[config.mk]
export PLATFORM = sky130hd
export DESIGN_NAME = glob_filename_matcher_core
export DESIGN_NICKNAME = d
export VERILOG_FILES = /design/src/rtl/core/gfm_pkg.sv /design/src/rtl/core/gfm_cell.sv /design/src/rtl/core/glob_filename_matcher_core.sv
export SDC_FILE = /design/constraint.sdc
export NUM_CORES = 1
export LEC_CHECK = 0
export ABC_AREA = 1
export BUFFER_PORTS_ARGS = -buffer_cell sky130_fd_sc_hd__buf_2
export CAP_MARGIN = 30
export CORE_MARGIN = 3
export CORE_UTILIZATION = 63
export CTS_CLUSTER_DIAMETER = 40
export DETAILED_ROUTE_END_ITERATION = 8
export MAX_ROUTING_LAYER = met4
export PLACE_DENSITY = 0.79
export SYNTH_ARGS = -nofsm -noshare
export SYNTH_HDL_FRONTEND = slang
export SYNTH_SLANG_ARGS = --single-unit
export TNS_END_PERCENT = 1
[constraint.sdc]
create_clock -name clk -period 7 [get_ports clk]
set_input_delay 0 -clock clk [delete_from_list [all_inputs] [get_ports clk]]
set_output_delay 0 -clock clk [all_outputs]
set_load 0.03 [all_outputs]
[src/rtl/core/gfm_pkg.sv]
// Shared types, opcodes, pattern constants and helpers of the glob filename matcher.
package gfm_pkg;

  localparam int MAX_PATTERN_DEF = 32;

  localparam logic [7:0] CH_STAR  = 8'h2A;
  localparam logic [7:0] CH_QMARK = 8'h3F;
  localparam logic [7:0] CH_SEMI  = 8'h3B;

  typedef enum logic [1:0] {
    OP_APPEND = 2'd0,
    OP_CLEAR  = 2'd1,
    OP_BYTE   = 2'd2,
    OP_END    = 2'd3
  } gfm_op_t;

  typedef struct packed {
    gfm_op_t    opcode;
    logic [7:0] byte_value;
  } gfm_in_t;

  typedef struct packed {
    logic matched;
    logic pattern_overflow;
  } gfm_out_t;

  typedef struct packed {
    logic fwd;
    logic carry;
    logic seed;
  } gfm_link_t;

  typedef struct packed {
    logic wr;
    logic consume;
    logic drop;
    logic started;
  } gfm_ctl_t;

  function automatic logic [7:0] fold(input logic [7:0] c);
    logic [7:0] r;
    r = c;
    if (c >= 8'h41 && c <= 8'h5A) begin
      r = c + 8'h20;
    end
    return r;
  endfunction

endpackage

[src/rtl/core/gfm_cell.sv]
// One pattern position of the matcher chain: stored byte, start bit and active bit.
module gfm_cell #(
  parameter int LEN_W = 6,
  parameter int INDEX = 0
) (
  input  logic               clk,
  input  logic               rst_n,
  input  gfm_pkg::gfm_ctl_t  ctl,
  input  logic [7:0]         byte_value,
  input  logic [LEN_W-1:0]   len,
  input  gfm_pkg::gfm_link_t link_in,
  output gfm_pkg::gfm_link_t link_out,
  output logic               acc
);

  logic [7:0] pat_r;
  logic       seed_r;
  logic       act_r;
  logic       act_nxt;

  logic valid;
  logic at_end;
  logic is_star;
  logic is_semi;
  logic lit_match;
  logic act_eff;
  logic closed;

  assign valid     = LEN_W'(INDEX) < len;
  assign at_end    = LEN_W'(INDEX) == len;
  assign is_star   = pat_r == gfm_pkg::CH_STAR;
  assign is_semi   = pat_r == gfm_pkg::CH_SEMI;
  assign lit_match = (pat_r == gfm_pkg::CH_QMARK) ||
                     (gfm_pkg::fold(pat_r) == gfm_pkg::fold(byte_value));
  assign act_eff   = ctl.started ? act_r : link_in.seed;
  assign closed    = (valid & act_eff & is_star) | link_in.fwd | link_in.carry;

  assign link_out.fwd   = valid & act_eff & ~is_star & ~is_semi & lit_match;
  assign link_out.carry = valid & is_star & closed;
  assign link_out.seed  = valid & seed_r;

  assign acc = act_r & ((valid & is_semi) | at_end);

  always_comb begin
    act_nxt = act_r;
    if (ctl.drop) begin
      act_nxt = 1'b0;
    end else if (ctl.consume) begin
      act_nxt = closed;
    end
  end

  always_ff @(posedge clk) begin
    if (!rst_n) begin
      act_r <= 1'b0;
    end else begin
      act_r <= act_nxt;
    end
  end

  always_ff @(posedge clk) begin
    if (ctl.wr && at_end) begin
      pat_r  <= byte_value;
      seed_r <= (byte_value == gfm_pkg::CH_SEMI) |
                (link_in.seed & (byte_value == gfm_pkg::CH_STAR));
    end
  end

endmodule

[src/rtl/core/glob_filename_matcher_core.sv]
// Top level of the glob filename matcher: control, chain of position cells, result register.
// A name-end transaction shows its result in the cycle after its acceptance.
// Throughput: one transaction per cycle; each name byte updates every position
// in a single pass along the cell chain, where star runs propagate like a carry.
// A waiting result stalls the input; a new transaction enters in the cycle the result leaves.
// Reset (rst_n low, synchronous) empties the pattern and clears all match and flag state but the output data register.
module glob_filename_matcher_core #(
  parameter int MAX_PATTERN = gfm_pkg::MAX_PATTERN_DEF
) (
  input  logic              clk,
  input  logic              rst_n,
  input  logic              in_valid,
  output logic              in_ready,
  input  gfm_pkg::gfm_in_t  in_data,
  output logic              out_valid,
  input  logic              out_ready,
  output gfm_pkg::gfm_out_t out_data
);

  localparam int LEN_W = $clog2(MAX_PATTERN + 1);

  logic [LEN_W-1:0]  len_r, len_nxt;
  logic              ovf_r, ovf_nxt;
  logic              started_r, started_nxt;
  logic              act_end_r, act_end_nxt;
  logic              out_valid_r, out_valid_nxt;
  gfm_pkg::gfm_out_t out_data_r, out_data_nxt;

  logic              in_acc;
  logic              room;
  logic              any_acc;
  gfm_pkg::gfm_ctl_t ctl;
  gfm_pkg::gfm_link_t links [MAX_PATTERN+1];
  logic [MAX_PATTERN:0] acc_vec;

  assign in_ready  = ~out_valid_r | out_ready;
  assign in_acc    = in_valid & in_ready;
  assign room      = len_r < LEN_W'(MAX_PATTERN);
  assign out_valid = out_valid_r;
  assign out_data  = out_data_r;

  always_comb begin
    ctl.wr      = 1'b0;
    ctl.consume = 1'b0;
    ctl.drop    = 1'b0;
    ctl.started = started_r;
    if (in_acc) begin
      unique case (in_data.opcode)
        gfm_pkg::OP_APPEND: begin
          ctl.wr   = room;
          ctl.drop = 1'b1;
        end
        gfm_pkg::OP_CLEAR: ctl.drop    = 1'b1;
        gfm_pkg::OP_BYTE:  ctl.consume = 1'b1;
        gfm_pkg::OP_END:   ctl.drop    = 1'b1;
        default:           ctl.drop    = 1'b0;
      endcase
    end
  end

  assign links[0] = '{fwd: 1'b0, carry: 1'b0, seed: 1'b1};

  for (genvar i = 0; i < MAX_PATTERN; i++) begin : g_cell
    gfm_cell #(
      .LEN_W(LEN_W),
      .INDEX(i)
    ) u_cell (
      .clk       (clk),
      .rst_n     (rst_n),
      .ctl       (ctl),
      .byte_value(in_data.byte_value),
      .len       (len_r),
      .link_in   (links[i]),
      .link_out  (links[i+1]),
      .acc       (acc_vec[i])
    );
  end

  assign acc_vec[MAX_PATTERN] = act_end_r & (len_r == LEN_W'(MAX_PATTERN));
  assign any_acc = |acc_vec;

  always_comb begin
    len_nxt       = len_r;
    ovf_nxt       = ovf_r;
    started_nxt   = started_r;
    act_end_nxt   = act_end_r;
    out_valid_nxt = out_valid_r & ~out_ready;
    out_data_nxt  = out_data_r;
    if (in_acc) begin
      unique case (in_data.opcode)
        gfm_pkg::OP_APPEND: begin
          started_nxt = 1'b0;
          act_end_nxt = 1'b0;
          if (room) begin
            len_nxt = len_r + LEN_W'(1);
          end else begin
            ovf_nxt = 1'b1;
          end
        end
        gfm_pkg::OP_CLEAR: begin
          started_nxt = 1'b0;
          act_end_nxt = 1'b0;
          len_nxt     = '0;
          ovf_nxt     = 1'b0;
        end
        gfm_pkg::OP_BYTE: begin
          started_nxt = 1'b1;
          act_end_nxt = links[MAX_PATTERN].fwd | links[MAX_PATTERN].carry;
        end
        gfm_pkg::OP_END: begin
          started_nxt                   = 1'b0;
          act_end_nxt                   = 1'b0;
          out_valid_nxt                 = 1'b1;
          out_data_nxt.matched          = started_r & any_acc;
          out_data_nxt.pattern_overflow = ovf_r;
        end
        default: begin
          started_nxt = started_r;
        end
      endcase
    end
  end

  always_ff @(posedge clk) begin
    if (!rst_n) begin
      len_r       <= '0;
      ovf_r       <= 1'b0;
      started_r   <= 1'b0;
      act_end_r   <= 1'b0;
      out_valid_r <= 1'b0;
    end else begin
      len_r       <= len_nxt;
      ovf_r       <= ovf_nxt;
      started_r   <= started_nxt;
      act_end_r   <= act_end_nxt;
      out_valid_r <= out_valid_nxt;
    end
  end

  always_ff @(posedge clk) begin
    out_data_r <= out_data_nxt;
  end

endmodule
After elaboration in Yosys (flattened, before gate mapping):

Cells that the tools add are included.

* register bits: 331

* mux-type cells: 77
* bitwise gates (word level): 547
* reduce and logical (&&, ||, !) cells: 106
* equal/unequal tests: 167
* add/subtract/negate cells: 34
* order comparisons: 99

Operator list (number)
* $eq 8x6->1 const B: 98
* $and 1x1->1: 353
* $add 8x6->8 const B: 33
* $ge 8x7->1 const B: 33
* $le 8x7->1 const B: 33
* $mux 8: 33
* $eq 8x8->1: 32
* $or 1x1->1: 127
* $eq 5x6->1 const A: 16
* $lt 5x6->1 const A: 16
* $not 1->1: 67
* $logic_and 1x1->1: 65
* $eq 4x6->1 const A: 8
* $lt 4x6->1 const A: 8
* $mux 1: 38
* $reduce_or 33->1: 1
* $logic_or 1x1->1: 32
* $eq 3x6->1 const A: 4
* $lt 3x6->1 const A: 4
* $eq 2x6->1 const A: 2
* $lt 1x6->1 const A: 2
* $lt 2x6->1 const A: 2
* $pmux 6 s2: 1
* $add 6x1->6 const B: 1
* other kinds (16): 21

Logic depth before layout (Yosys ltp):

Gate-level depths: netlist of the first run.

* depth in word-level cells: 71
* depth in mapped cells: 80

Modules after synthesis:

A second synthesis of the first run with hierarchy kept.

* cells, all modules: 4684
* area, all modules: 30466.7 µm²

Modules (own cells, without submodules)
* gfm_cell (g_cell[13].u_cell ...): times used 2, cells each 144, area each 928.4 µm², sequential area each 290.3 µm²
* gfm_cell (g_cell[12].u_cell ...): times used 2, cells each 141, area each 922.1 µm², sequential area each 290.3 µm²
* gfm_cell (g_cell[29].u_cell): times used 1, cells each 145, area each 968.4 µm², sequential area each 290.3 µm²
* gfm_cell (g_cell[20].u_cell): times used 1, cells each 147, area each 964.7 µm², sequential area each 290.3 µm²
* gfm_cell (g_cell[10].u_cell): times used 1, cells each 146, area each 959.7 µm², sequential area each 290.3 µm²
* gfm_cell (g_cell[17].u_cell): times used 1, cells each 147, area each 958.4 µm², sequential area each 290.3 µm²
* gfm_cell (g_cell[8].u_cell): times used 1, cells each 146, area each 952.2 µm², sequential area each 290.3 µm²
* gfm_cell (g_cell[4].u_cell): times used 1, cells each 144, area each 944.7 µm², sequential area each 290.3 µm²
* gfm_cell (g_cell[18].u_cell): times used 1, cells each 144, area each 943.4 µm², sequential area each 290.3 µm²
* gfm_cell (g_cell[26].u_cell): times used 1, cells each 147, area each 940.9 µm², sequential area each 290.3 µm²
* gfm_cell (g_cell[9].u_cell): times used 1, cells each 143, area each 939.7 µm², sequential area each 290.3 µm²
* gfm_cell (g_cell[24].u_cell): times used 1, cells each 144, area each 938.4 µm², sequential area each 290.3 µm²
* gfm_cell (g_cell[21].u_cell): times used 1, cells each 144, area each 937.1 µm², sequential area each 290.3 µm²
* gfm_cell (g_cell[16].u_cell): times used 1, cells each 143, area each 934.6 µm², sequential area each 290.3 µm²
* 17 more rows

Worst setup path before layout of the first run:

No wires, ideal clock.

* kind: register to register
* from: register g_cell[0].u_cell.pat_r[5]
* to: register act_end_r
* stages on the path, launching flop included: 80
* buffers on the path: 0
* clock period less this slack: 4747 ps
* path slack: 2253 ps
* arrival: 4681 ps
* cells stage by stage: edfxtp_1 > inv_1 > nand2_1 > nor2_1 > nand2_1 > nand2_1 > nand2_1 > nand2_1 > nand2_1 > nand2_2 > nand2_1 > nor2_1 > nand2_1 > nand2_1 > nand2_1 > nand2_1 > nand2_1 > nand2_1 > [44 not listed] > nand2_1 > nand2_1 > nand2_1 > nand2_1 > nand2_1 > nand2_1 > nand2_1 > nand2_1 > nand2_1 > nand2_1 > nand2_1 > nand2_1 > nand2_1 > nand2_1 > nand2_1 > nand2_1 > nand2_1 > a21oi_2

* cells in the longest elaborated chain, start to end: 71
* elaborated cells on any way between the ends: 83
* classes of those cells: 1 x add/sub; 2 x order compare; 4 x eq/ne; 2 x mux; 72 x bitwise; 2 x reduce/logical

RTL lines
* start: declaration: line gfm_cell.sv:16 `logic [7:0] pat_r;`
* start signal: assignment: line gfm_cell.sv:63 `pat_r <= byte_value;`
* $ge 8x7->1 or $le 8x7->1 (tied branches): line gfm_pkg.sv:43 `if (c >= 8'h41 && c <= 8'h5A) begin`
* $logic_and 1x1->1: line gfm_pkg.sv:43
* $mux 8: line gfm_pkg.sv:43
* $eq 8x8->1: line gfm_cell.sv:34 `(gfm_pkg::fold(pat_r) == gfm_pkg::fold(byte_value));`
* $logic_or 1x1->1: line gfm_cell.sv:33 `assign lit_match = (pat_r == gfm_pkg::CH_QMARK) ||`
* $and 1x1->1: line gfm_cell.sv:38 `assign link_out.fwd = valid & act_eff & ~is_star & ~is_semi & lit_match;`
* $or 1x1->1: line gfm_cell.sv:36 `assign closed = (valid & act_eff & is_star) | link_in.fwd | link_in.carry;`
* $or 1x1->1 (*): line gfm_cell.sv:36
* [55 not listed]
* $or 1x1->1 (*): line gfm_cell.sv:36
* $and 1x1->1 (*): line gfm_cell.sv:39 `assign link_out.carry = valid & is_star & closed;`
* $or 1x1->1 (*): line gfm_cell.sv:36
* $and 1x1->1 (*): line gfm_cell.sv:39
* $or 1x1->1 (*): line gfm_cell.sv:36
* $and 1x1->1 (*): line gfm_cell.sv:39
* $or 1x1->1 (*): line glob_filename_matcher_core.sv:108 `act_end_nxt = links[MAX_PATTERN].fwd | links[MAX_PATTERN].carry;`
* $pmux 1 s2 (*): line glob_filename_matcher_core.sv:90 `unique case (in_data.opcode)`
* end signal: assignment: line glob_filename_matcher_core.sv:135 `act_end_r <= act_end_nxt;`
* end: declaration: line glob_filename_matcher_core.sv:25 `logic act_end_r, act_end_nxt;`

Mark *: on every way between the ends. The rest lies on a longest branch, timed or not.
A chain may end at the register's enable or synchronous reset.

Final worst setup path of the first run:

* from: input port in_data[1] in the netlist's numbering
* to: register act_end_r

* cells in the longest elaborated chain, start to end: 71
* elaborated cells on any way between the ends: 196
* classes of those cells: 1 x add/sub; 2 x order compare; 32 x eq/ne; 2 x mux; 126 x bitwise; 33 x reduce/logical

RTL lines
* start: declaration: line glob_filename_matcher_core.sv:14 `input gfm_pkg::gfm_in_t in_data,`
* $ge 8x7->1 or $le 8x7->1 (tied branches): line gfm_pkg.sv:43
* $logic_and 1x1->1: line gfm_pkg.sv:43
* $mux 8 (*): line gfm_pkg.sv:43
* $eq 8x8->1: line gfm_cell.sv:34
* $logic_or 1x1->1: line gfm_cell.sv:33
* $and 1x1->1: line gfm_cell.sv:38
* $or 1x1->1 (2 in series): line gfm_cell.sv:36
* $and 1x1->1: line gfm_cell.sv:39
* [54 not listed]
* $or 1x1->1: line gfm_cell.sv:36
* $and 1x1->1: line gfm_cell.sv:39
* $or 1x1->1: line gfm_cell.sv:36
* $and 1x1->1: line gfm_cell.sv:39
* $or 1x1->1: line gfm_cell.sv:36
* $and 1x1->1: line gfm_cell.sv:39
* $or 1x1->1 (*): line glob_filename_matcher_core.sv:108
* $pmux 1 s2 (*): line glob_filename_matcher_core.sv:90

Marks and branches as above.

==> report_table.html, run 1 <==
<table>
<tr><th>Metric</th><th>Value</th></tr>
<tr><th colspan="2">Cells and area</th></tr>
<tr><td>Multi-input gate area</td><td>0.00910 mm^2</td></tr>
<tr><td>Number of nets at the end of the flow</td><td>2,584</td></tr>
<tr><td>Area overhead of the layout relative to synthesis</td><td>11.5%</td></tr>
<tr><td>Seq. cell area</td><td>0.00952 mm^2</td></tr>
<tr><td>Antenna Cells</td><td>0</td></tr>
<tr><td>Layout cells sized above 1</td><td>0.0626</td></tr>
<tr><td>Fill cells</td><td>2,376</td></tr>
<tr><th colspan="2">Synthesis</th></tr>
<tr><td>Mean post-synth cell area</td><td>8.15 um^2</td></tr>
<tr><td>Total standard cell area after synthesis</td><td>0.0202 mm^2</td></tr>
<tr><td>Synth unique cells</td><td>60</td></tr>
<tr><td>Share of synthesized registers carrying an async set or reset</td><td>0</td></tr>
<tr><td>Post-synthesis share of cell area spent on full adders, half adders and majority gates</td><td>0.0223</td></tr>
<tr><td>Simple-gate portion of the synthesized area</td><td>0.244</td></tr>
<tr><td>Post-Synthesis Net Count</td><td>2,533</td></tr>
<tr><td>Number of synthesized register bits</td><td>331</td></tr>
<tr><td>Synth warn</td><td>0</td></tr>
<tr><td>Flip-flop cell with the highest count after synthesis</td><td>sky130_fd_sc_hd__edfxtp_1</td></tr>
<tr><td>Seq/Total Area, Yosys</td><td>0.471</td></tr>
<tr><td>Share of synthesized area spent on multiplexers</td><td>0</td></tr>
<tr><td>Synthesized netlist cell count</td><td>2,483</td></tr>
<tr><td>Synth Area in Compound Gates</td><td>0.142</td></tr>
<tr><td>Share of the synthesized netlist area taken by xor and xnor gates</td><td>0.0407</td></tr>
<tr><td>Count of flip-flops with a built-in enable after synthesis</td><td>289</td></tr>
<tr><td>Main combinational cell family by area after synthesis</td><td>simple AND/OR/NAND/NOR gates</td></tr>
<tr><th colspan="2">Power and ir drop</th></tr>
<tr><td>Power per unit of standard cell area</td><td>213 mW/mm^2</td></tr>
<tr><td>Switching portion of total power</td><td>0.239</td></tr>
<tr><td>Net switching power</td><td>1.15 mW</td></tr>
<tr><td>Internal power</td><td>3.66 mW</td></tr>
<tr><td>Combinational share of power</td><td>0.063</td></tr>
<tr><td>Clock network fraction of total power</td><td>0.487</td></tr>
<tr><td>Leakage power of the design</td><td>8.98 nW</td></tr>
<tr><td>Portion of total power attributed to sequential cells</td><td>0.451</td></tr>
<tr><td>Maximum resistive drop on vdd</td><td>0.215 mV</td></tr>
<tr><td>Power consumption</td><td>4.81 mW</td></tr>
<tr><th colspan="2">Drt</th></tr>
<tr><td>Initial drt markers</td><td>2,552</td></tr>
<tr><td>DR pass1 iterations</td><td>6</td></tr>
<tr><td>DRC violations left</td><td>0</td></tr>
<tr><td>Antenna viol nets, final</td><td>0</td></tr>
<tr><td>Drt wl/cell</td><td>21.3 um</td></tr>
<tr><td>Overall via count from detail_route</td><td>19,100</td></tr>
<tr><td>Mean number of vias per cell</td><td>6.44</td></tr>
<tr><td>Total length of routed wires</td><td>63.2 mm</td></tr>
<tr><th colspan="2">Floorplan</th></tr>
<tr><td>Vertical die dimension</td><td>185 um</td></tr>
<tr><td>Number of rows in the core area</td><td>64</td></tr>
<tr><td>Placeable Area</td><td>0.0311 mm^2</td></tr>
<tr><td>Width of the die</td><td>185 um</td></tr>
<tr><td>Starting density of the core</td><td>0.649</td></tr>
<tr><td>Area of the die</td><td>0.0343 mm^2</td></tr>
<tr><td>I/O pins</td><td>18</td></tr>
<tr><th colspan="2">Placement</th></tr>
<tr><td>GP Congestion</td><td>1.02</td></tr>
<tr><td>Placed wire-length estimate</td><td>43.0 mm</td></tr>
<tr><td>IO Port Bufs</td><td>17</td></tr>
<tr><th colspan="2">STA</th></tr>
<tr><td>Number of failing setup endpoints in the final timing report</td><td>0</td></tr>
<tr><td>Final worst path period need</td><td>6.07 ns</td></tr>
<tr><td>Final hold vios</td><td>0</td></tr>
<tr><td>Max Clk Rate</td><td>165 MHz</td></tr>
<tr><td>Aggregate negative setup slack</td><td>0 ns</td></tr>
<tr><td>Tcrit/Tclk final</td><td>0.868</td></tr>
<tr><td>Actual slew at the worst max-slew pin</td><td>1.00 ns</td></tr>
<tr><td>Max-slew violations</td><td>0</td></tr>
<tr><td>RSZ-0062 raised after global routing</td><td>no</td></tr>
<tr><td>Worst clock skew on the final layout</td><td>0.0132 ns</td></tr>
<tr><td>Relative slew margins</td><td>0.333</td></tr>
<tr><th colspan="2">Setup path</th></tr>
<tr><td>CP max stage cell</td><td>sky130_fd_sc_hd__dlygate4sd3_1</td></tr>
<tr><td>CP required</td><td>7.49 ns</td></tr>
<tr><td>Largest fanout on the critical path</td><td>24</td></tr>
<tr><td>Data arrival at the endpoint of the critical path</td><td>6.56 ns</td></tr>
<tr><td>Endpoint type of the worst setup path</td><td>flop</td></tr>
<tr><td>Critical path's largest stage delay</td><td>0.56 ns</td></tr>
<tr><td>Element type at the critical path start</td><td>input port</td></tr>
<tr><td>Most used cell, CP</td><td>sky130_fd_sc_hd__nand2_1</td></tr>
<tr><td>Worst Setup Path Type</td><td>in -&gt; reg</td></tr>
<tr><th colspan="2">Clock network</th></tr>
<tr><td>Count of H-tree levels built during CTS</td><td>2</td></tr>
<tr><td>CTS sink count</td><td>331</td></tr>
<tr><td>TritonCTS buffer count</td><td>47</td></tr>
<tr><td>Max Root-Sink Buffers</td><td>3</td></tr>
<tr><td>Clock-pin slew of the registers on the worst-case setup and hold paths</td><td>0.06 ns</td></tr>
<tr><td>Clock tree from TritonCTS</td><td>done</td></tr>
<tr><td>Clk_lat worst skew</td><td>0.56 ns</td></tr>
<tr><td>Clk Tree Root Cell</td><td>sky130_fd_sc_hd__clkbuf_16</td></tr>
<tr><td>Post-CTS repair timing setup buffer count</td><td>0</td></tr>
<tr><th colspan="2">Run</th></tr>
<tr><td>Number of max-cap violations</td><td>0</td></tr>
<tr><th colspan="2">Hold path</th></tr>
<tr><td>Worst hold-check path type</td><td>in -&gt; reg</td></tr>
<tr><th colspan="2">Global routing</th></tr>
<tr><td>Global-route total usage across every layer</td><td>0.376</td></tr>
<tr><td>Maximum number of pins on one net before global-route repair</td><td>54</td></tr>
<tr><td>GRT overflow</td><td>0</td></tr>
<tr><td>First-pass GRT wire length</td><td>96.4 mm</td></tr>
<tr><td>Initial antenna violation count</td><td>0</td></tr>
<tr><td>Via count of the first global-routing pass</td><td>17,900</td></tr>
<tr><th colspan="2">Outcome</th></tr>
<tr><td>Result of the run</td><td>complete, no violations</td></tr>
</table>
==> power groups by stage <==
stage / clock network [mW] / logic (mW) / registers, mW
global placement: 0 / 0.277 / 2.21
detailed placement: 0 / 0.283 / 2.21
CTS: 2.35 / 0.290 / 2.17
global route: 2.43 / 0.317 / 2.17
finish: 2.34 / 0.301 / 2.17
floorplan: 0 / 0.159 / 2.20
==> worst paths after layout <==
kind / startpoint / to / slack [ns] / cells after the start
setup reg to reg: len_r[4] / act_end_r / 0.96 / 75
setup / recovery: in_data[1] / act_end_r / 0.93 / 78
hold reg to reg: act_end_r / act_end_r / 0.50 / 2
hold / removal: in_valid / started_r / 0.08 / 3
==> timing repair <==
| item | 4_1_cts | 5_1_grt |
|---|---|---|
| resized for setup | 0 | 7 |
| endpoints found under the setup margin | 0 | 2 |
| hold buffers | 11 | 0 |
| endpoints found under the hold margin | 37 | 0 |
==> through the flow <==
step / hold WS (ns) / util / std cells / area, um^2 / setup slack, ns
2_1_floorplan: 0.0976 / - / 2483 / 20200 / 2.25
5_1_grt: 0.0944 / 0.724 / 2966 / 22600 / 0.0665
6_report: 0.0789 / 0.724 / 2966 / 22600 / 0.925
3_3_place_gp: 0.302 / 0.670 / 2870 / 20900 / 1.04
3_5_place_dp: 0.316 / 0.670 / 2870 / 20900 / 0.927
4_1_cts: 0.0505 / 0.723 / 2966 / 22500 / 0.877
==> critical path, delay by kind of cell <==
family	cells	cell delay, ns
and+or+nand+nor	72	5.09
AOI/OAI and AO/OA	2	0.18
buffers and inverters	4	1.25
==> sequential cells by signal, summed over array words and instances, names as in the netlist <==
| signal | count |
|---|---|
| act_end_r | 1 |
| g_cell.u_cell.act_r | 32 |
| g_cell.u_cell.pat_r | 256 |
| g_cell.u_cell.seed_r | 31 |
| len_r | 6 |
| out_data | 2 |
| out_valid | 1 |
| ovf_r | 1 |
| started_r | 1 |
==> layer usage <==
| metal | GRT usage | share of wire | vias to the layer above |
|---|---|---|---|
| li1 | - | - | 8775 |
| met1 | 0.486 | 0.39 | 8884 |
| met2 | 0.585 | 0.45 | 1187 |
| met3 | 0.0636 | 0.11 | 267 |
| met4 | 0.170 | 0.051 | 0 |
| met5 | - | 0 | - |
==> Yosys cell counts, types with 5 or more instances <==
master,count,share of area
sky130_fd_sc_hd__a2111oi_0,5,0.0022
sky130_fd_sc_hd__a211oi_1,15,0.0056
sky130_fd_sc_hd__a21oi_1,128,0.032
sky130_fd_sc_hd__a221oi_1,17,0.0074
sky130_fd_sc_hd__a31oi_1,10,0.0031
sky130_fd_sc_hd__a41oi_1,6,0.0026
sky130_fd_sc_hd__buf_1,13,0.0024
sky130_fd_sc_hd__buf_2,5,0.0012
sky130_fd_sc_hd__clkbuf_1,48,0.0089
sky130_fd_sc_hd__dfxtp_1,42,0.042
sky130_fd_sc_hd__edfxtp_1,289,0.43
sky130_fd_sc_hd__ha_1,36,0.022
sky130_fd_sc_hd__inv_1,352,0.065
sky130_fd_sc_hd__nand2_1,392,0.073
sky130_fd_sc_hd__nand2_2,7,0.0022
sky130_fd_sc_hd__nand3_1,109,0.027
sky130_fd_sc_hd__nand3b_1,6,0.0022
sky130_fd_sc_hd__nand4_1,85,0.026
sky130_fd_sc_hd__nor2_1,370,0.069
sky130_fd_sc_hd__nor3_1,77,0.019
sky130_fd_sc_hd__nor3b_1,8,0.0030
sky130_fd_sc_hd__nor4_1,52,0.016
sky130_fd_sc_hd__o2111ai_1,6,0.0026
sky130_fd_sc_hd__o211ai_1,8,0.0030
sky130_fd_sc_hd__o21ai_0,142,0.035
sky130_fd_sc_hd__o221ai_1,14,0.0061
sky130_fd_sc_hd__o22a_1,5,0.0022
sky130_fd_sc_hd__o22ai_1,61,0.019
sky130_fd_sc_hd__o311ai_0,10,0.0043
sky130_fd_sc_hd__o31ai_1,5,0.0019
sky130_fd_sc_hd__o41ai_1,11,0.0048
sky130_fd_sc_hd__or2_2,8,0.0025
sky130_fd_sc_hd__xnor2_1,36,0.016
sky130_fd_sc_hd__xor2_1,58,0.025
==> cells by family (layout without fill, tap and decap cells) <==
group                      Yosys count  in the layout
buffers and inverters              427            514
xor gates and xnor gates            94             94
adders and majority gates           36             36
and+or+nand+nor                   1126           1126
DFF                                331            331
AOI/OAI and AO/OA                  469            469
==> cells in the final DEF (no fill, tap or decap), types with 41 or more instances in the layout <==
cell	instances
sky130_fd_sc_hd__nand3_1	109
sky130_fd_sc_hd__dfxtp_1	41
sky130_fd_sc_hd__o22ai_1	61
sky130_fd_sc_hd__nand2_1	392
sky130_fd_sc_hd__nor3_1	77
sky130_fd_sc_hd__nor2_1	369
sky130_fd_sc_hd__xor2_1	58
sky130_fd_sc_hd__nand4_1	85
sky130_fd_sc_hd__o21ai_0	142
sky130_fd_sc_hd__clkbuf_16	49
sky130_fd_sc_hd__inv_1	351
sky130_fd_sc_hd__buf_4	43
sky130_fd_sc_hd__nor4_1	52
sky130_fd_sc_hd__a21oi_1	128
sky130_fd_sc_hd__edfxtp_1	289
==> cell type report <==
cell class | instances | share of cell area
Clock inverter | 27 | 0.0119
Multi-Input combinational cell | 1725 | 0.404
Timing Repair Buffer | 71 | 0.0240
Clock buffer | 58 | 0.0567
Sequential cell | 331 | 0.422
Tap cell | 396 | 0.0220
Inverter | 358 | 0.0598
Power figures use the tool's default switching activity.
==> run 2: changes to the inputs <==
- CORE_UTILIZATION: 63 -> 45
- PLACE_DENSITY: 0.79 -> unset
==> report_table.html, run 2 (synthesized netlist as in run 1, its figures left out) <==
<table>
<tr><th>Metric</th><th>Value</th></tr>
<tr><th colspan="2">Outcome</th></tr>
<tr><td>Result of the run</td><td>complete, no violations (unchanged)</td></tr>
<tr><th colspan="2">Hold path</th></tr>
<tr><td>Min-Delay Endpoint</td><td>started_r (unchanged)</td></tr>
<tr><td>Worst Min Path Start</td><td>out_ready (was in_valid)</td></tr>
<tr><td>Worst hold-check path type</td><td>in -&gt; reg (unchanged)</td></tr>
<tr><td>Number of cells on the worst hold path</td><td>5 (was 3)</td></tr>
<tr><th colspan="2">Global routing</th></tr>
<tr><td>Via count of the first global-routing pass</td><td>17,700 (was 17,900)</td></tr>
<tr><td>Maximum number of pins on one net before global-route repair</td><td>53 (was 54)</td></tr>
<tr><td>GRT overflow</td><td>0 (unchanged)</td></tr>
<tr><td>First-pass GRT wire length</td><td>97.6 mm (was 96.4 mm)</td></tr>
<tr><td>Initial antenna violation count</td><td>0 (unchanged)</td></tr>
<tr><td>Global-route total usage across every layer</td><td>0.273 (was 0.376)</td></tr>
<tr><th colspan="2">Setup path</th></tr>
<tr><td>Endpoint type of the worst setup path</td><td>flop (unchanged)</td></tr>
<tr><td>Terminus of the critical flop-to-flop path</td><td>act_end_r (unchanged)</td></tr>
<tr><td>Data arrival at the endpoint of the critical path</td><td>6.70 ns (was 6.56 ns)</td></tr>
<tr><td>Largest fanout on the critical path</td><td>14 (was 24)</td></tr>
<tr><td>Worst reg2reg setup slack</td><td>0.85 ns (was 0.96 ns)</td></tr>
<tr><td>CP required</td><td>7.54 ns (was 7.49 ns)</td></tr>
<tr><td>Critical path's largest stage delay</td><td>0.52 ns (was 0.56 ns)</td></tr>
<tr><td>Element type at the critical path start</td><td>input port (unchanged)</td></tr>
<tr><td>Crit Reg-Reg Startpoint</td><td>len_r[5] (was len_r[4])</td></tr>
<tr><td>CP max stage cell</td><td>sky130_fd_sc_hd__dlygate4sd3_1 (unchanged)</td></tr>
<tr><td>Worst reg2reg path depth</td><td>72 (was 75)</td></tr>
<tr><td>Top delay family on crit path</td><td>simple AND/OR/NAND/NOR gates (unchanged)</td></tr>
<tr><td>Number of buffer and inverter stages on the critical path</td><td>4 (unchanged)</td></tr>
<tr><td>Most used cell, CP</td><td>sky130_fd_sc_hd__nand2_1 (unchanged)</td></tr>
<tr><td>Setup crit start</td><td>in_data[7] (was in_data[1])</td></tr>
<tr><td>Worst Setup Path Type</td><td>in -&gt; reg (unchanged)</td></tr>
<tr><th colspan="2">STA</th></tr>
<tr><td>RSZ-0062 raised after global routing</td><td>no (unchanged)</td></tr>
<tr><td>Relative slew margins</td><td>0.321 (was 0.333)</td></tr>
<tr><td>Worst clock skew on the final layout</td><td>0.0185 ns (was 0.0132 ns)</td></tr>
<tr><td>Final hold vios</td><td>0 (unchanged)</td></tr>
<tr><td>Actual slew at the worst max-slew pin</td><td>1.02 ns (was 1.00 ns)</td></tr>
<tr><td>Max Clk Rate</td><td>162 MHz (was 165 MHz)</td></tr>
<tr><td>Final worst path period need</td><td>6.16 ns (was 6.07 ns)</td></tr>
<tr><td>Worst Hold Margin</td><td>0.0639 ns (was 0.0789 ns)</td></tr>
<tr><td>Aggregate negative setup slack</td><td>0 ns (unchanged)</td></tr>
<tr><td>Number of failing setup endpoints in the final timing report</td><td>0 (unchanged)</td></tr>
<tr><td>Max-slew violations</td><td>0 (unchanged)</td></tr>
<tr><td>Tcrit/Tclk final</td><td>0.880 (was 0.868)</td></tr>
<tr><th colspan="2">Drt</th></tr>
<tr><td>DR pass1 iterations</td><td>6 (unchanged)</td></tr>
<tr><td>Met3 Wirelength</td><td>5.26 mm (was 7.20 mm)</td></tr>
<tr><td>Drt wl/cell</td><td>19.9 um (was 21.3 um)</td></tr>
<tr><td>Antenna viol nets, final</td><td>0 (unchanged)</td></tr>
<tr><td>Mean number of vias per cell</td><td>5.79 (was 6.44)</td></tr>
<tr><td>Total length of routed wires</td><td>63.5 mm (was 63.2 mm)</td></tr>
<tr><td>Top layer reached by signal wires</td><td>met4 (unchanged)</td></tr>
<tr><td>WL met2</td><td>28.5 mm (was 28.3 mm)</td></tr>
<tr><td>Initial drt markers</td><td>1,660 (was 2,552)</td></tr>
<tr><td>Post-Route M1 WL</td><td>27.4 mm (was 24.4 mm)</td></tr>
<tr><td>DRC violations left</td><td>0 (unchanged)</td></tr>
<tr><td>Overall via count from detail_route</td><td>18,500 (was 19,100)</td></tr>
<tr><th colspan="2">Floorplan</th></tr>
<tr><td>Vertical die dimension</td><td>218 um (was 185 um)</td></tr>
<tr><td>Width of the die</td><td>218 um (was 185 um)</td></tr>
<tr><td>I/O pins</td><td>18 (unchanged)</td></tr>
<tr><td>Number of rows in the core area</td><td>77 (was 64)</td></tr>
<tr><td>Area of the die</td><td>0.0475 mm^2 (was 0.0343 mm^2)</td></tr>
<tr><td>Placeable Area</td><td>0.0443 mm^2 (was 0.0311 mm^2)</td></tr>
<tr><td>Starting density of the core</td><td>0.456 (was 0.649)</td></tr>
<tr><th colspan="2">Placement</th></tr>
<tr><td>Placed wire-length estimate</td><td>44.5 mm (was 43.0 mm)</td></tr>
<tr><td>GP Congestion</td><td>0.947 (was 1.02)</td></tr>
<tr><td>IO Port Bufs</td><td>17 (unchanged)</td></tr>
<tr><td>Total cell area at the placement stage</td><td>0.0212 mm^2 (was 0.0209 mm^2)</td></tr>
<tr><th colspan="2">Run</th></tr>
<tr><td>Number of max-cap violations</td><td>0 (unchanged)</td></tr>
<tr><th colspan="2">Power and ir drop</th></tr>
<tr><td>Leakage power of the design</td><td>9.26 nW (was 8.98 nW)</td></tr>
<tr><td>Power per unit of standard cell area</td><td>229 mW/mm^2 (was 213 mW/mm^2)</td></tr>
<tr><td>Maximum resistive drop on vdd</td><td>0.223 mV (was 0.215 mV)</td></tr>
<tr><th colspan="2">Clock network</th></tr>
<tr><td>TritonCTS buffer count</td><td>57 (was 47)</td></tr>
<tr><td>Max Root-Sink Buffers</td><td>3 (unchanged)</td></tr>
<tr><td>Clock tree from TritonCTS</td><td>done (unchanged)</td></tr>
<tr><td>Count of H-tree levels built during CTS</td><td>2 (unchanged)</td></tr>
<tr><td>Clk_lat worst skew</td><td>0.61 ns (was 0.56 ns)</td></tr>
<tr><td>Clk Tree Root Cell</td><td>sky130_fd_sc_hd__clkbuf_16 (unchanged)</td></tr>
<tr><td>CTS sink count</td><td>331 (unchanged)</td></tr>
<tr><td>Clock-pin slew of the registers on the worst-case setup and hold paths</td><td>0.05 ns (was 0.06 ns)</td></tr>
<tr><th colspan="2">Cells and area</th></tr>
<tr><td>Register with the highest flop count</td><td>g_cell.u_cell.pat_r (unchanged)</td></tr>
<tr><td>Total non-filler cell area in the finished layout</td><td>0.0234 mm^2 (was 0.0226 mm^2)</td></tr>
<tr><td>Top library cells by usage in the layout, fill and taps aside</td><td>sky130_fd_sc_hd__nand2_1 (392), sky130_fd_sc_hd__nor2_1 (368), sky130_fd_sc_hd__inv_1 (350) (was sky130_fd_sc_hd__nand2_1 (392), sky130_fd_sc_hd__nor2_1 (369), sky130_fd_sc_hd__inv_1 (351))</td></tr>
<tr><td>Area overhead of the layout relative to synthesis</td><td>15.6% (was 11.5%)</td></tr>
<tr><td>Max FFs per register</td><td>256 (unchanged)</td></tr>
<tr><td>Number of nets at the end of the flow</td><td>2,605 (was 2,584)</td></tr>
<tr><td>Final core utilization</td><td>0.528 (was 0.724)</td></tr>
<tr><td>Leading registers by flop count</td><td>g_cell.u_cell.pat_r (256), g_cell.u_cell.act_r (32), g_cell.u_cell.seed_r (31) (unchanged)</td></tr>
<tr><td>Antenna Cells</td><td>0 (unchanged)</td></tr>
<tr><td>Commonest non-fill, non-tap cell in the layout</td><td>sky130_fd_sc_hd__nand2_1 (unchanged)</td></tr>
<tr><td>Layout cells sized above 1</td><td>0.0799 (was 0.0626)</td></tr>
</table>
==> run 2: per-stage QoR <==
stage | worst slack, ns | power, mW | instances
after CTS | 0.805 | 5.40 | 3193
after detailed placement | 0.776 | 2.50 | 3072
final | 0.843 | 5.36 | 3195
after global routing | 0.00872 | 5.53 | 3195
after floorplan | 2.25 | 2.36 | 2483
after global placement | 0.803 | 2.49 | 3071
==> run 2: cell type report <==
class                           count  area, um^2
Clock buffer                       60        1460
Clock inverter                     47         536
Fill cell                        4073       20900
Inverter                          358        1350
Multi-Input combinational cell   1725        9120
Sequential cell                   331        9530
Tap cell                          592         741
Timing Repair Buffer               82         651
==> run 2: power breakdown <==
| group | leakage, nW | switching (mW) | internal (mW) |
|---|---|---|---|
| logic | 5.37 | 0.216 | 0.0846 |
| clock network | 0.964 | 1.06 | 1.83 |
| registers | 2.93 | 0.0130 | 2.16 |
==> run 2: tightest hold or removal path, stage by stage <==
cell and delay [ns]:
sky130_fd_sc_hd__buf_2 0.07, sky130_fd_sc_hd__inv_1 0.03, sky130_fd_sc_hd__nand2_1 0.08, sky130_fd_sc_hd__nand2_1 0.23, sky130_fd_sc_hd__a21oi_1 0.21
==> run 2: how the worst max path moves through the flow <==
stage,end,slack (ns),depth (start not counted)
2_1_floorplan,act_end_r,2.25,79
3_3_place_gp,act_end_r,0.80,79
5_1_grt,act_end_r,0.009,80
3_5_place_dp,act_end_r,0.78,76
4_1_cts,act_end_r,0.80,74
6_report,act_end_r,0.84,80
==> run 2: metal layers <==
metal	track usage	vias up
li1	-	8840
met3	0.0471	164
met4	0.107	0
met2	0.427	744
met5	-	-
met1	0.356	8742
==> run 2: repair_timing <==
action / in CTS / in global routing
endpoints found under the hold margin: 91 / 0
setup endpoints to repair: 0 / 2
hold buffers: 14 / 0
resized for setup: 0 / 14
buffers inserted: 0 / 1
==> run 3: changes to the inputs <==
- REMOVE_ABC_BUFFERS: unset -> 1
==> report_table.html, run 3 (synthesized netlist as in run 1, its figures left out) <==
<table>
<tr><th>Metric</th><th>Value</th></tr>
<tr><th colspan="2">Clock network</th></tr>
<tr><td>TritonCTS buffer count</td><td>58 (was 57)</td></tr>
<tr><td>Clk Tree Root Cell</td><td>sky130_fd_sc_hd__clkbuf_16 (unchanged)</td></tr>
<tr><td>CTS sink count</td><td>331 (unchanged)</td></tr>
<tr><td>Clk_lat worst skew</td><td>0.62 ns (was 0.61 ns)</td></tr>
<tr><td>Max Root-Sink Buffers</td><td>3 (unchanged)</td></tr>
<tr><td>Clock-pin slew of the registers on the worst-case setup and hold paths</td><td>0.05 ns (about the same)</td></tr>
<tr><td>Count of H-tree levels built during CTS</td><td>2 (unchanged)</td></tr>
<tr><td>Clock tree from TritonCTS</td><td>done (unchanged)</td></tr>
<tr><th colspan="2">Global routing</th></tr>
<tr><td>First-pass GRT wire length</td><td>102 mm (was 97.6 mm)</td></tr>
<tr><td>Via count of the first global-routing pass</td><td>17,600 (was 17,700)</td></tr>
<tr><td>GRT overflow</td><td>0 (unchanged)</td></tr>
<tr><td>Initial antenna violation count</td><td>1 (was 0)</td></tr>
<tr><td>Global-route total usage across every layer</td><td>0.286 (was 0.273)</td></tr>
<tr><td>Maximum number of pins on one net before global-route repair</td><td>43 (was 53)</td></tr>
<tr><th colspan="2">Placement</th></tr>
<tr><td>Placed wire-length estimate</td><td>46.4 mm (was 44.5 mm)</td></tr>
<tr><td>Pre-CTS setup slack</td><td>0.879 ns (was 0.776 ns)</td></tr>
<tr><td>IO Port Bufs</td><td>17 (unchanged)</td></tr>
<tr><td>Inst Count DP</td><td>3,069 (was 3,072)</td></tr>
<tr><td>GP Congestion</td><td>0.996 (was 0.947)</td></tr>
<tr><th colspan="2">Drt</th></tr>
<tr><td>Drt wl/cell</td><td>20.8 um (was 19.9 um)</td></tr>
<tr><td>DRC violations left</td><td>0 (unchanged)</td></tr>
<tr><td>Post-Route M1 WL</td><td>29.4 mm (was 27.4 mm)</td></tr>
<tr><td>Total length of routed wires</td><td>66.4 mm (was 63.5 mm)</td></tr>
<tr><td>Met3 Wirelength</td><td>5.21 mm (was 5.26 mm)</td></tr>
<tr><td>Mean number of vias per cell</td><td>5.85 (was 5.79)</td></tr>
<tr><td>Antenna viol nets, final</td><td>0 (unchanged)</td></tr>
<tr><td>WL met2</td><td>29.7 mm (was 28.5 mm)</td></tr>
<tr><td>DR pass1 iterations</td><td>6 (unchanged)</td></tr>
<tr><td>Initial drt markers</td><td>1,986 (was 1,660)</td></tr>
<tr><td>Top layer reached by signal wires</td><td>met4 (unchanged)</td></tr>
<tr><td>Overall via count from detail_route</td><td>18,700 (was 18,500)</td></tr>
<tr><th colspan="2">STA</th></tr>
<tr><td>Final hold vios</td><td>0 (unchanged)</td></tr>
<tr><td>Worst clock skew on the final layout</td><td>0.0338 ns (was 0.0185 ns)</td></tr>
<tr><td>Relative slew margins</td><td>0.303 (was 0.321)</td></tr>
<tr><td>Max-slew violations</td><td>0 (unchanged)</td></tr>
<tr><td>Max Clk Rate</td><td>166 MHz (was 162 MHz)</td></tr>
<tr><td>Actual slew at the worst max-slew pin</td><td>1.04 ns (was 1.02 ns)</td></tr>
<tr><td>Final worst path period need</td><td>6.01 ns (was 6.16 ns)</td></tr>
<tr><td>Final worst-path setup slack</td><td>0.986 ns (was 0.843 ns)</td></tr>
<tr><td>Tcrit/Tclk final</td><td>0.859 (was 0.880)</td></tr>
<tr><td>Number of failing setup endpoints in the final timing report</td><td>0 (unchanged)</td></tr>
<tr><th colspan="2">Floorplan</th></tr>
<tr><td>Number of rows in the core area</td><td>77 (unchanged)</td></tr>
<tr><td>Area of the die</td><td>0.0475 mm^2 (unchanged)</td></tr>
<tr><td>Vertical die dimension</td><td>218 um (unchanged)</td></tr>
<tr><td>I/O pins</td><td>18 (unchanged)</td></tr>
<tr><td>Starting density of the core</td><td>0.456 (unchanged)</td></tr>
<tr><td>Placeable Area</td><td>0.0443 mm^2 (unchanged)</td></tr>
<tr><td>Width of the die</td><td>218 um (unchanged)</td></tr>
<tr><th colspan="2">Setup path</th></tr>
<tr><td>CP max stage cell</td><td>sky130_fd_sc_hd__dfxtp_1 (was sky130_fd_sc_hd__dlygate4sd3_1)</td></tr>
<tr><td>Worst Setup Path Type</td><td>reg -&gt; reg (was in -&gt; reg)</td></tr>
<tr><td>Setup crit start</td><td>len_r[4] (was in_data[7])</td></tr>
<tr><td>Top delay family on crit path</td><td>simple AND/OR/NAND/NOR gates (unchanged)</td></tr>
<tr><td>Element type at the critical path start</td><td>flop (was input port)</td></tr>
<tr><td>Data arrival at the endpoint of the critical path</td><td>6.51 ns (was 6.70 ns)</td></tr>
<tr><td>Worst reg2reg setup slack</td><td>0.99 ns (was 0.85 ns)</td></tr>
<tr><td>Critical path's largest stage delay</td><td>0.37 ns (was 0.52 ns)</td></tr>
<tr><td>Crit Reg-Reg Startpoint</td><td>len_r[4] (was len_r[5])</td></tr>
<tr><td>Number of buffer and inverter stages on the critical path</td><td>2 (was 4)</td></tr>
<tr><td>Most used cell, CP</td><td>sky130_fd_sc_hd__nand2_1 (unchanged)</td></tr>
<tr><td>Endpoint type of the worst setup path</td><td>flop (unchanged)</td></tr>
<tr><td>CP required</td><td>7.49 ns (was 7.54 ns)</td></tr>
<tr><td>Largest fanout on the critical path</td><td>7 (was 14)</td></tr>
<tr><th colspan="2">Cells and area</th></tr>
<tr><td>Number of nets at the end of the flow</td><td>2,601 (was 2,605)</td></tr>
<tr><td>Leading registers by flop count</td><td>g_cell.u_cell.pat_r (256), g_cell.u_cell.act_r (32), g_cell.u_cell.seed_r (31) (unchanged)</td></tr>
<tr><td>Commonest non-fill, non-tap cell in the layout</td><td>sky130_fd_sc_hd__nand2_1 (unchanged)</td></tr>
<tr><td>Register with the highest flop count</td><td>g_cell.u_cell.pat_r (unchanged)</td></tr>
<tr><td>Layout cells sized above 1</td><td>0.0757 (was 0.0799)</td></tr>
<tr><td>Number of standard cells in the final layout excluding fillers</td><td>3,194 (was 3,195)</td></tr>
<tr><td>Area overhead of the layout relative to synthesis</td><td>15.1% (was 15.6%)</td></tr>
<tr><td>Max FFs per register</td><td>256 (unchanged)</td></tr>
<tr><td>Top library cells by usage in the layout, fill and taps aside</td><td>sky130_fd_sc_hd__nand2_1 (391), sky130_fd_sc_hd__nor2_1 (368), sky130_fd_sc_hd__inv_1 (349) (was sky130_fd_sc_hd__nand2_1 (392), sky130_fd_sc_hd__nor2_1 (368), sky130_fd_sc_hd__inv_1 (350))</td></tr>
<tr><td>Final core utilization</td><td>0.526 (was 0.528)</td></tr>
<tr><th colspan="2">Hold path</th></tr>
<tr><td>Worst Min Path Start</td><td>in_data[1] (was out_ready)</td></tr>
<tr><td>Worst hold-check path type</td><td>in -&gt; reg (unchanged)</td></tr>
<tr><th colspan="2">Run</th></tr>
<tr><td>Number of max-cap violations</td><td>0 (unchanged)</td></tr>
<tr><th colspan="2">Power and ir drop</th></tr>
<tr><td>Leakage power of the design</td><td>9.22 nW (was 9.26 nW)</td></tr>
<tr><td>Power per unit of standard cell area</td><td>231 mW/mm^2 (was 229 mW/mm^2)</td></tr>
<tr><td>Maximum resistive drop on vdd</td><td>0.201 mV (was 0.223 mV)</td></tr>
<tr><th colspan="2">Outcome</th></tr>
<tr><td>Result of the run</td><td>complete, no violations (unchanged)</td></tr>
</table>
[run 3: cell types whose count changed in the layout (fill, tap and decap cells not counted), sizes merged]
cell,delta
clkinv,+2
inv,-4
dlygate4sd3,-1
clkbuf,+9
clkinvlp,-5
diode,+1
buf,-3
[run 3: metrics by stage]
| stage | setup TNS, ns | power, mW | hold WS [ns] | area [um^2] |
|---|---|---|---|---|
| after floorplan | 0 | 2.34 | 0.0976 | 19900 |
| after global placement | 0 | 2.50 | 0.317 | 21100 |
| after detailed placement | 0 | 2.50 | 0.317 | 21100 |
| after CTS | 0 | 5.41 | 0.00695 | 23300 |
| after global routing | -0.00901 | 5.54 | 0.0293 | 23300 |
| final | 0 | 5.37 | 0.0307 | 23300 |
[run 3: cell type report]
class	instances	area [um^2]
fill	4130	21000
sequential	331	9520
multi-input combinational	1725	9100
clock buffer	70	1510
inverter	358	1350
tap	592	741
timing repair buffer	77	573
clock inverter	40	494
antenna	1	2.50
[run 3: timing repair]
action | CTS | global route
buffers inserted | 0 | 1
hold buffers | 13 | 0
hold endpoints to repair | 43 | 0
endpoints found under the setup margin | 0 | 2
resized for setup | 0 | 9
[run 3: path summary, 6_finish.rpt]
check,depth (start not counted),endpoint
worst min-delay path,2,g_cell[26].u_cell.pat_r[1]
worst max register to register,72,act_end_r
worst max-delay path,72,act_end_r
worst min register to register,0,out_data[0]
[run 3: routing by layer]
metal  vias up  global-route usage
li1       8825                   -
met4         0              0.0931
met2       806               0.440
met1      8917               0.393
met5         -                   -
met3       139              0.0393
[run 3: worst register-to-register path: cells and delay by family, from the launching register on]
family                 cells  cell delay, ns
buffers and inverters      2            0.26
AND/OR/NAND/NOR           66            4.90
flip-flops                 1            0.37
AO/OA/AOI/OAI              4            0.37
[run 3: power by group]
group / total [mW] / internal, mW / switching, mW
Clock: 2.90 / 1.85 / 1.05
Sequential: 2.17 / 2.16 / 0.0115
Combinational: 0.302 / 0.0804 / 0.221
Total: 5.37 / 4.09 / 1.28
